[src/sv/jsu_pkg.sv]
// Shared types and constants for the JSON string unescaper.
// Used by jsu_decode, json_string_unescaper_top and the testbench; no dependencies.
package jsu_pkg;

    // Result status codes
    localparam logic [2:0] ST_OK        = 3'd0;
    localparam logic [2:0] ST_DONE      = 3'd1;
    localparam logic [2:0] ST_BAD_ESC   = 3'd2;
    localparam logic [2:0] ST_CUT_ESC   = 3'd3;
    localparam logic [2:0] ST_CUT_UNI   = 3'd4;
    localparam logic [2:0] ST_UNTERM    = 3'd5;

    // Decoder modes; 6 and 7 are never reached and decode as plain
    localparam logic [2:0] MODE_PLAIN   = 3'd0;
    localparam logic [2:0] MODE_ESC     = 3'd1;
    localparam logic [2:0] MODE_HEX0    = 3'd2;
    localparam logic [2:0] MODE_HEX3    = 3'd5;

    // UTF-8 framing
    localparam logic [7:0]  UTF8_LEAD2  = 8'hC0;
    localparam logic [7:0]  UTF8_LEAD3  = 8'hE0;
    localparam logic [7:0]  UTF8_CONT   = 8'h80;
    localparam logic [15:0] UTF8_LIM1   = 16'h0080;
    localparam logic [15:0] UTF8_LIM2   = 16'h0800;

    localparam int MAX_RES = 3;

    typedef struct packed {
        logic [7:0] out_byte;
        logic       has_byte;
        logic [2:0] status;
    } result_t;

    typedef struct packed {
        result_t [MAX_RES-1:0] res;      // res[0] goes out first
        logic [1:0]            count;    // number of results, 0..3
        logic [2:0]            mode_next;
        logic [15:0]           acc_next;
    } decode_t;

    // Hex digit value; anything else counts as zero
    function automatic logic [3:0] hex_value(input logic [7:0] c);
        logic [3:0] v;
        v = 4'd0;
        if (c >= 8'h30 && c <= 8'h39) begin
            v = c[3:0];
        end else if ((c >= 8'h61 && c <= 8'h66) || (c >= 8'h41 && c <= 8'h46)) begin
            v = c[3:0] + 4'd9;
        end
        return v;
    endfunction

endpackage

[src/sv/jsu_decode.sv]
// Combinational decode of one string byte against the current mode.
// Depends on jsu_pkg.
module jsu_decode (
    input  logic [7:0]      in_byte,
    input  logic            text_ends,
    input  logic [2:0]      mode,
    input  logic [15:0]     acc,
    output jsu_pkg::decode_t dec
);

    localparam logic [7:0] CH_QUOTE = 8'h22;
    localparam logic [7:0] CH_BSL   = 8'h5C;
    localparam logic [7:0] CH_SLASH = 8'h2F;
    localparam logic [7:0] CH_N     = 8'h6E;
    localparam logic [7:0] CH_R     = 8'h72;
    localparam logic [7:0] CH_T     = 8'h74;
    localparam logic [7:0] CH_B     = 8'h62;
    localparam logic [7:0] CH_F     = 8'h66;
    localparam logic [7:0] CH_U     = 8'h75;

    logic [2:0]  mode_eff;
    logic [15:0] code;

    assign mode_eff = (mode > jsu_pkg::MODE_HEX3) ? jsu_pkg::MODE_PLAIN : mode;
    assign code     = {acc[11:0], jsu_pkg::hex_value(in_byte)};

    // Next mode, accumulator and result list
    always_comb begin
        dec           = '0;
        dec.mode_next = jsu_pkg::MODE_PLAIN;
        dec.acc_next  = '0;
        if (text_ends) begin
            dec.count = 2'd1;
            if (mode_eff == jsu_pkg::MODE_PLAIN) begin
                dec.res[0].status = jsu_pkg::ST_UNTERM;
            end else if (mode_eff == jsu_pkg::MODE_ESC) begin
                dec.res[0].status = jsu_pkg::ST_CUT_ESC;
            end else begin
                dec.res[0].status = jsu_pkg::ST_CUT_UNI;
            end
        end else if (mode_eff == jsu_pkg::MODE_PLAIN) begin
            dec.acc_next = acc;
            if (in_byte == CH_QUOTE) begin
                dec.count         = 2'd1;
                dec.res[0].status = jsu_pkg::ST_DONE;
                dec.acc_next      = '0;
            end else if (in_byte == CH_BSL) begin
                dec.mode_next = jsu_pkg::MODE_ESC;
            end else begin
                dec.count           = 2'd1;
                dec.res[0].out_byte = in_byte;
                dec.res[0].has_byte = 1'b1;
            end
        end else if (mode_eff == jsu_pkg::MODE_ESC) begin
            dec.count           = 2'd1;
            dec.res[0].has_byte = 1'b1;
            dec.acc_next        = acc;
            unique case (in_byte)
                CH_QUOTE: dec.res[0].out_byte = CH_QUOTE;
                CH_BSL:   dec.res[0].out_byte = CH_BSL;
                CH_SLASH: dec.res[0].out_byte = CH_SLASH;
                CH_N:     dec.res[0].out_byte = 8'h0A;
                CH_R:     dec.res[0].out_byte = 8'h0D;
                CH_T:     dec.res[0].out_byte = 8'h09;
                CH_B:     dec.res[0].out_byte = 8'h08;
                CH_F:     dec.res[0].out_byte = 8'h0C;
                CH_U: begin
                    dec.count           = 2'd0;
                    dec.res[0].has_byte = 1'b0;
                    dec.acc_next        = '0;
                    dec.mode_next       = jsu_pkg::MODE_HEX0;
                end
                default: begin
                    dec.res[0].has_byte = 1'b0;
                    dec.res[0].status   = jsu_pkg::ST_BAD_ESC;
                    dec.acc_next        = '0;
                end
            endcase
        end else if (mode_eff != jsu_pkg::MODE_HEX3) begin
            // first three hex digits: gather only
            dec.acc_next  = code;
            dec.mode_next = mode_eff + 3'd1;
        end else begin
            // fourth digit: emit UTF-8
            dec.res[0].has_byte = 1'b1;
            dec.res[1].has_byte = 1'b1;
            dec.res[2].has_byte = 1'b1;
            if (code < jsu_pkg::UTF8_LIM1) begin
                dec.count           = 2'd1;
                dec.res[0].out_byte = code[7:0];
            end else if (code < jsu_pkg::UTF8_LIM2) begin
                dec.count           = 2'd2;
                dec.res[0].out_byte = jsu_pkg::UTF8_LEAD2 | {3'b000, code[10:6]};
                dec.res[1].out_byte = jsu_pkg::UTF8_CONT | {2'b00, code[5:0]};
            end else begin
                dec.count           = 2'd3;
                dec.res[0].out_byte = jsu_pkg::UTF8_LEAD3 | {4'b0000, code[15:12]};
                dec.res[1].out_byte = jsu_pkg::UTF8_CONT | {2'b00, code[11:6]};
                dec.res[2].out_byte = jsu_pkg::UTF8_CONT | {2'b00, code[5:0]};
            end
        end
    end

endmodule

[src/sv/json_string_unescaper_top.sv]
// JSON string unescaper: one string byte in, zero to three decoded bytes out.
// The first result is registered and valid in the cycle after the request is accepted.
// Throughput: one byte per cycle while the receiver takes results; a \u escape giving
// 2 or 3 UTF-8 bytes holds the input while the result queue drains.
// Reset (aresetn low, synchronous) empties the queue, returns to plain mode.
// Depends on jsu_pkg and jsu_decode.
module json_string_unescaper_top (
    input  logic       aclk,
    input  logic       aresetn,
    input  logic       s_tvalid,
    output logic       s_tready,
    input  logic [7:0] s_tdata,   // [7:0] in_byte
    input  logic       s_tuser,   // [0] text_ends
    output logic       m_tvalid,
    input  logic       m_tready,
    output logic [7:0] m_tdata,   // [7:0] out_byte
    output logic [3:0] m_tuser,   // [0] has_byte, [3:1] status
    output logic       m_tlast
);

    logic [2:0]                                 mode_reg, mode_next;
    logic [15:0]                                acc_reg, acc_next;
    jsu_pkg::result_t [jsu_pkg::MAX_RES-1:0]    res_reg, res_next;
    logic [1:0]                                 cnt_reg, cnt_next;
    jsu_pkg::decode_t                           dec;
    logic                                       push, pop;

    jsu_decode u_decode (
        .in_byte   (s_tdata),
        .text_ends (s_tuser),
        .mode      (mode_reg),
        .acc       (acc_reg),
        .dec       (dec)
    );

    // Handshakes: take a new request once the queue is empty or its last result leaves in this cycle
    assign pop      = m_tvalid && m_tready;
    assign s_tready = (cnt_reg == 2'd0) || (cnt_reg == 2'd1 && m_tready);
    assign push     = s_tvalid && s_tready;

    // Queue and decoder state update
    always_comb begin
        res_next  = res_reg;
        cnt_next  = cnt_reg;
        mode_next = mode_reg;
        acc_next  = acc_reg;
        if (push) begin
            res_next  = dec.res;
            cnt_next  = dec.count;
            mode_next = dec.mode_next;
            acc_next  = dec.acc_next;
        end else if (pop) begin
            res_next[0] = res_reg[1];
            res_next[1] = res_reg[2];
            cnt_next    = cnt_reg - 2'd1;
        end
    end

    always_ff @(posedge aclk) begin
        if (!aresetn) begin
            cnt_reg  <= 2'd0;
            mode_reg <= jsu_pkg::MODE_PLAIN;
            acc_reg  <= '0;
        end else begin
            cnt_reg  <= cnt_next;
            mode_reg <= mode_next;
            acc_reg  <= acc_next;
        end
    end

    always_ff @(posedge aclk) begin
        res_reg <= res_next;
    end

    // Head of the queue drives the result channel
    assign m_tvalid = (cnt_reg != 2'd0);
    assign m_tdata  = res_reg[0].out_byte;
    assign m_tuser  = {res_reg[0].status, res_reg[0].has_byte};
    assign m_tlast  = (cnt_reg == 2'd1);

    // A request is only taken when the queue is empty or empties in this cycle
    a_push_drained: assert property (@(posedge aclk) disable iff (!aresetn)
        push |-> (cnt_reg == 2'd0 || (cnt_reg == 2'd1 && pop)))
        else $error("request accepted over pending results");

    // A request that yields nothing leaves the result channel idle
    a_no_result: assert property (@(posedge aclk) disable iff (!aresetn)
        (push && dec.count == 2'd0) |=> !m_tvalid)
        else $error("phantom result");

    // Status results carry no byte and close their request
    a_status_last: assert property (@(posedge aclk) disable iff (!aresetn)
        (m_tvalid && m_tuser[3:1] != jsu_pkg::ST_OK) |-> (!m_tuser[0] && m_tlast))
        else $error("status result malformed");

    // Mode never leaves the defined range
    a_mode_range: assert property (@(posedge aclk) disable iff (!aresetn)
        mode_reg <= jsu_pkg::MODE_HEX3)
        else $error("decoder mode out of range");

endmodule

[config.mk]
export PLATFORM = sky130hd
export DESIGN_NAME = json_string_unescaper_top
export DESIGN_NICKNAME = d
export VERILOG_FILES = /design/src/sv/jsu_pkg.sv /design/src/sv/jsu_decode.sv /design/src/sv/json_string_unescaper_top.sv
export SDC_FILE = /design/constraint.sdc
export NUM_CORES = 1
export LEC_CHECK = 0
export BUFFER_PORTS_ARGS = -buffer_cell sky130_fd_sc_hd__buf_2
export CAP_MARGIN = 20
export CELL_PAD_IN_SITES_DETAIL_PLACEMENT = 0
export CELL_PAD_IN_SITES_GLOBAL_PLACEMENT = 1
export CORE_MARGIN = 5
export CORE_UTILIZATION = 52
export CTS_CLUSTER_DIAMETER = 80
export DETAILED_ROUTE_END_ITERATION = 16
export PLACE_DENSITY = 0.95
export SLEW_MARGIN = 30
export SYNTH_ARGS = -nofsm -noshare
export SYNTH_HDL_FRONTEND = slang
export SYNTH_HIERARCHICAL = 1
export SYNTH_SLANG_ARGS = --single-unit
[constraint.sdc]
create_clock -name aclk -period 6.18 [get_ports aclk]
set_input_delay 0.309 -clock aclk [delete_from_list [all_inputs] [get_ports aclk]]
set_output_delay 0.309 -clock aclk [all_outputs]
set_load 0.05 [all_outputs]
==> summary.log <==
INFO  global_route   grt_start_max_net_pins=27
INFO  pwr            clockPowerShare=20.1%
INFO  drt            wl=8560um
INFO  placement      place_worst_setup_slack=3.44ns
INFO  pwr            pwr-share-comb=31.9%
INFO  die            placeableCoreArea=0.00679mm^2
INFO  timing         finalWorstPathRequiredPeriod=2.67ns
INFO  setup_path     cp_top_family=buffers and inverters
INFO  timing         finalSetupViolations=0
INFO  timing         clock.fmax=374MHz
INFO  clock_tree     clk_pin_slew_worst_paths=0.09ns
INFO  setup_path     timing.reg2reg.setup_slack=3.51ns
INFO  timing         layout_worst_path_cycle_share=43.2%
INFO  timing         timing.setup.tns=0ns
INFO  die            design.die.area=0.00878mm^2
INFO  placement      place.gp.congestion=0.951
INFO  timing         timing.hold.ws=0.434ns
INFO  pwr            leakagePower=1.39nW
INFO  drt            route.detailed.drc=0
INFO  drt            dr.pass1.iters=5
INFO  clock_tree     cts_tree=built
INFO  final_layout   fin_area=0.00372mm^2
INFO  placement      dpl.hpwl=6150um
INFO  drt            vias=2,920
INFO  timing         final.setup_skew=0.00498ns
INFO  clock_tree     cts_num_sinks=53
INFO  global_route   grt-ovfl-total=0
INFO  setup_path     crit_fanout=26
INFO  placement      placed_inst_area=0.00362mm^2
INFO  final_layout   share_of_final_layout_standard_cells_stronger_than_drive_strength_1=21.5%
INFO  final_layout   area_growth_syn_to_layout=2.13%
INFO  timing         final-max-slew-violation-count=0
INFO  min_path       hold_class=primary input to flop
INFO  clock_tree     clock_path_buffers=2
INFO  global_route   grt_pass1_vias=2,662
INFO  clock_tree     cts_hold_buf=0
INFO  drt            detail-route-antenna-nets=0
INFO  setup_path     start_kind=flop
INFO  clock_tree     postCtsSetupRepairBufs=0
INFO  setup_path     cp-end-kind=flop
INFO  setup_path     max_stage_delay=0.52ns
INFO  pwr            vdd_drop_max=0.188mV
INFO  setup_path     critical-path-slowest-cell=a21oi_2
INFO  clock_tree     post_cts_resize_count=0
INFO  final_layout   finish.net_count=390
INFO  clock_tree     tritoncts.num_buffers=5
INFO  die            die_y=93.7um
INFO  logic_synthesis yosysWarningCount=6
INFO  pwr            power.share.sequential=48.0%
INFO  global_route   global_route.usage.total=19.9%
INFO  job            max_cap_viol_count=0
INFO  timing         hold_vio_cnt_final=0
INFO  global_route   grt_pass1_wl=13,800um
INFO  logic_synthesis netlist_instances=377
INFO  setup_path     critical-path-top-cell-by-count=inv_1
INFO  clock_tree     cts-root-buf=clkbuf_8
INFO  logic_synthesis syn-mean-instance-area=9.66um^2
INFO  pwr            power.internal=0.624mW
INFO  die            floorplan.rows=30
INFO  drt            routed_wire_length_per_instance=18.3um
INFO  timing         worst_pin_slew=0.884ns
INFO  die            pin_count=28
INFO  timing         worst_slack=3.51ns
INFO  setup_path     cells_along_the_critical_path=inv_1 > ha_1 > a21oi_2 > inv_2 > nand2_4 > inv_1
INFO  setup_path     worstPathRequired=6.15ns
INFO  final_layout   num_antenna_cells=0
INFO  final_layout   largest_register_ff_count=24
INFO  pwr            power.density=261mW/mm^2
INFO  pwr            power_total=0.969mW
INFO  clock_tree     worstSkewPairLatency=0.31ns
INFO  timing         rsz0062_at_grt=no
INFO  clock_tree     cts_htree_levels=2
INFO  die            die_x=93.7um
INFO  pwr            switchingPower=0.345mW
INFO  die            floorplan.initialDensity=53.6%
INFO  pwr            switching_share=35.6%
INFO  placement      io_buffer_count=27
INFO  setup_path     worstSetupPathType=flop to flop
INFO  setup_path     worst-endpoint-arrival=2.65ns
INFO  drt            drt-vias-per-instance=6.24
INFO  setup_path     crit_path_buf_inv_count=3
INFO  run_status     outcome=complete, no violations
INFO  logic_synthesis synth.cell_area=0.00364mm^2
INFO  timing         slew_headroom=40.7%
INFO  global_route   number_of_antenna_violations_at_the_first_check_in_global_routing=0
INFO  drt            detailed_router_s_first_iteration_violation_count=350
[cell usage in the layout (no fill, tap or decap), types with 3 or more instances in the layout]
cell         n
nor2b_1      8
edfxtp_1    36
nor3_1       9
nand3_1     19
mux2_2       8
inv_1       11
and3_2       3
a21oi_1     39
nand2b_1     3
a211oi_1     4
mux2_4      18
clkbuf_8     5
nand2_1     24
a311oi_1     8
buf_2       27
o21ai_0     23
dfxtp_1     17
a22o_1       5
nor2_1      12
a31oi_1      4
clkinvlp_4   3
nor4_1       3
or3_1        4
and2_1       8
a211o_1      4
ha_1         6
conb_1       8
[metal layers]
metal	GRT usage (%)	vias to the layer above	routed length, um
li1	-	1371	-
met2	31.0	148	4040
met5	0	-	0
met4	5.42	0	124
met3	2.96	15	699
met1	29.0	1386	3700
[area by class of cell]
cell class | count | area [um^2]
clock buffers | 5 | 68.8
well taps | 96 | 120
repair buffers | 27 | 135
clock inverters | 3 | 22.5
inverters | 14 | 52.6
multi-input cells | 270 | 1900
fillers | 621 | 3080
flip-flops and latches | 53 | 1420
[metrics by stage]
| step | utilization, % | instances |
|---|---|---|
| after floorplan | - | 384 |
| after global placement | 53.3 | 460 |
| after detailed placement | 53.3 | 460 |
| after CTS | 54.7 | 468 |
| after global routing | 54.7 | 468 |
| final | 54.7 | 468 |
[worst min-delay path: stages]
cell and delay (ns):
buf_2 0.09, mux2i_1 0.12, nand2_1 0.10, a31oi_1 0.07
[power by group through the flow]
stage / sequential [mW] / clock, mW / combinational [mW]
after global routing: 0.469 / 0.212 / 0.326
after global placement: 0.471 / 0 / 0.302
final: 0.465 / 0.195 / 0.309
after floorplan: 0.468 / 0 / 0.288
after CTS: 0.465 / 0.200 / 0.309
after detailed placement: 0.473 / 0 / 0.308
[final timing paths]
path	endpoint	cells past startpoint	start
setup reg to reg	res_reg[35]$_DFFE_PP_	6	cnt_reg[0]$_SDFFE_PN0P_
hold reg to reg	cnt_reg[0]$_SDFFE_PN0P_	2	cnt_reg[0]$_SDFFE_PN0P_
setup / recovery	res_reg[35]$_DFFE_PP_	6	cnt_reg[0]$_SDFFE_PN0P_
hold / removal	cnt_reg[0]$_SDFFE_PN0P_	4	m_tready
No activity file was read; power rests on OpenSTA's default activity.
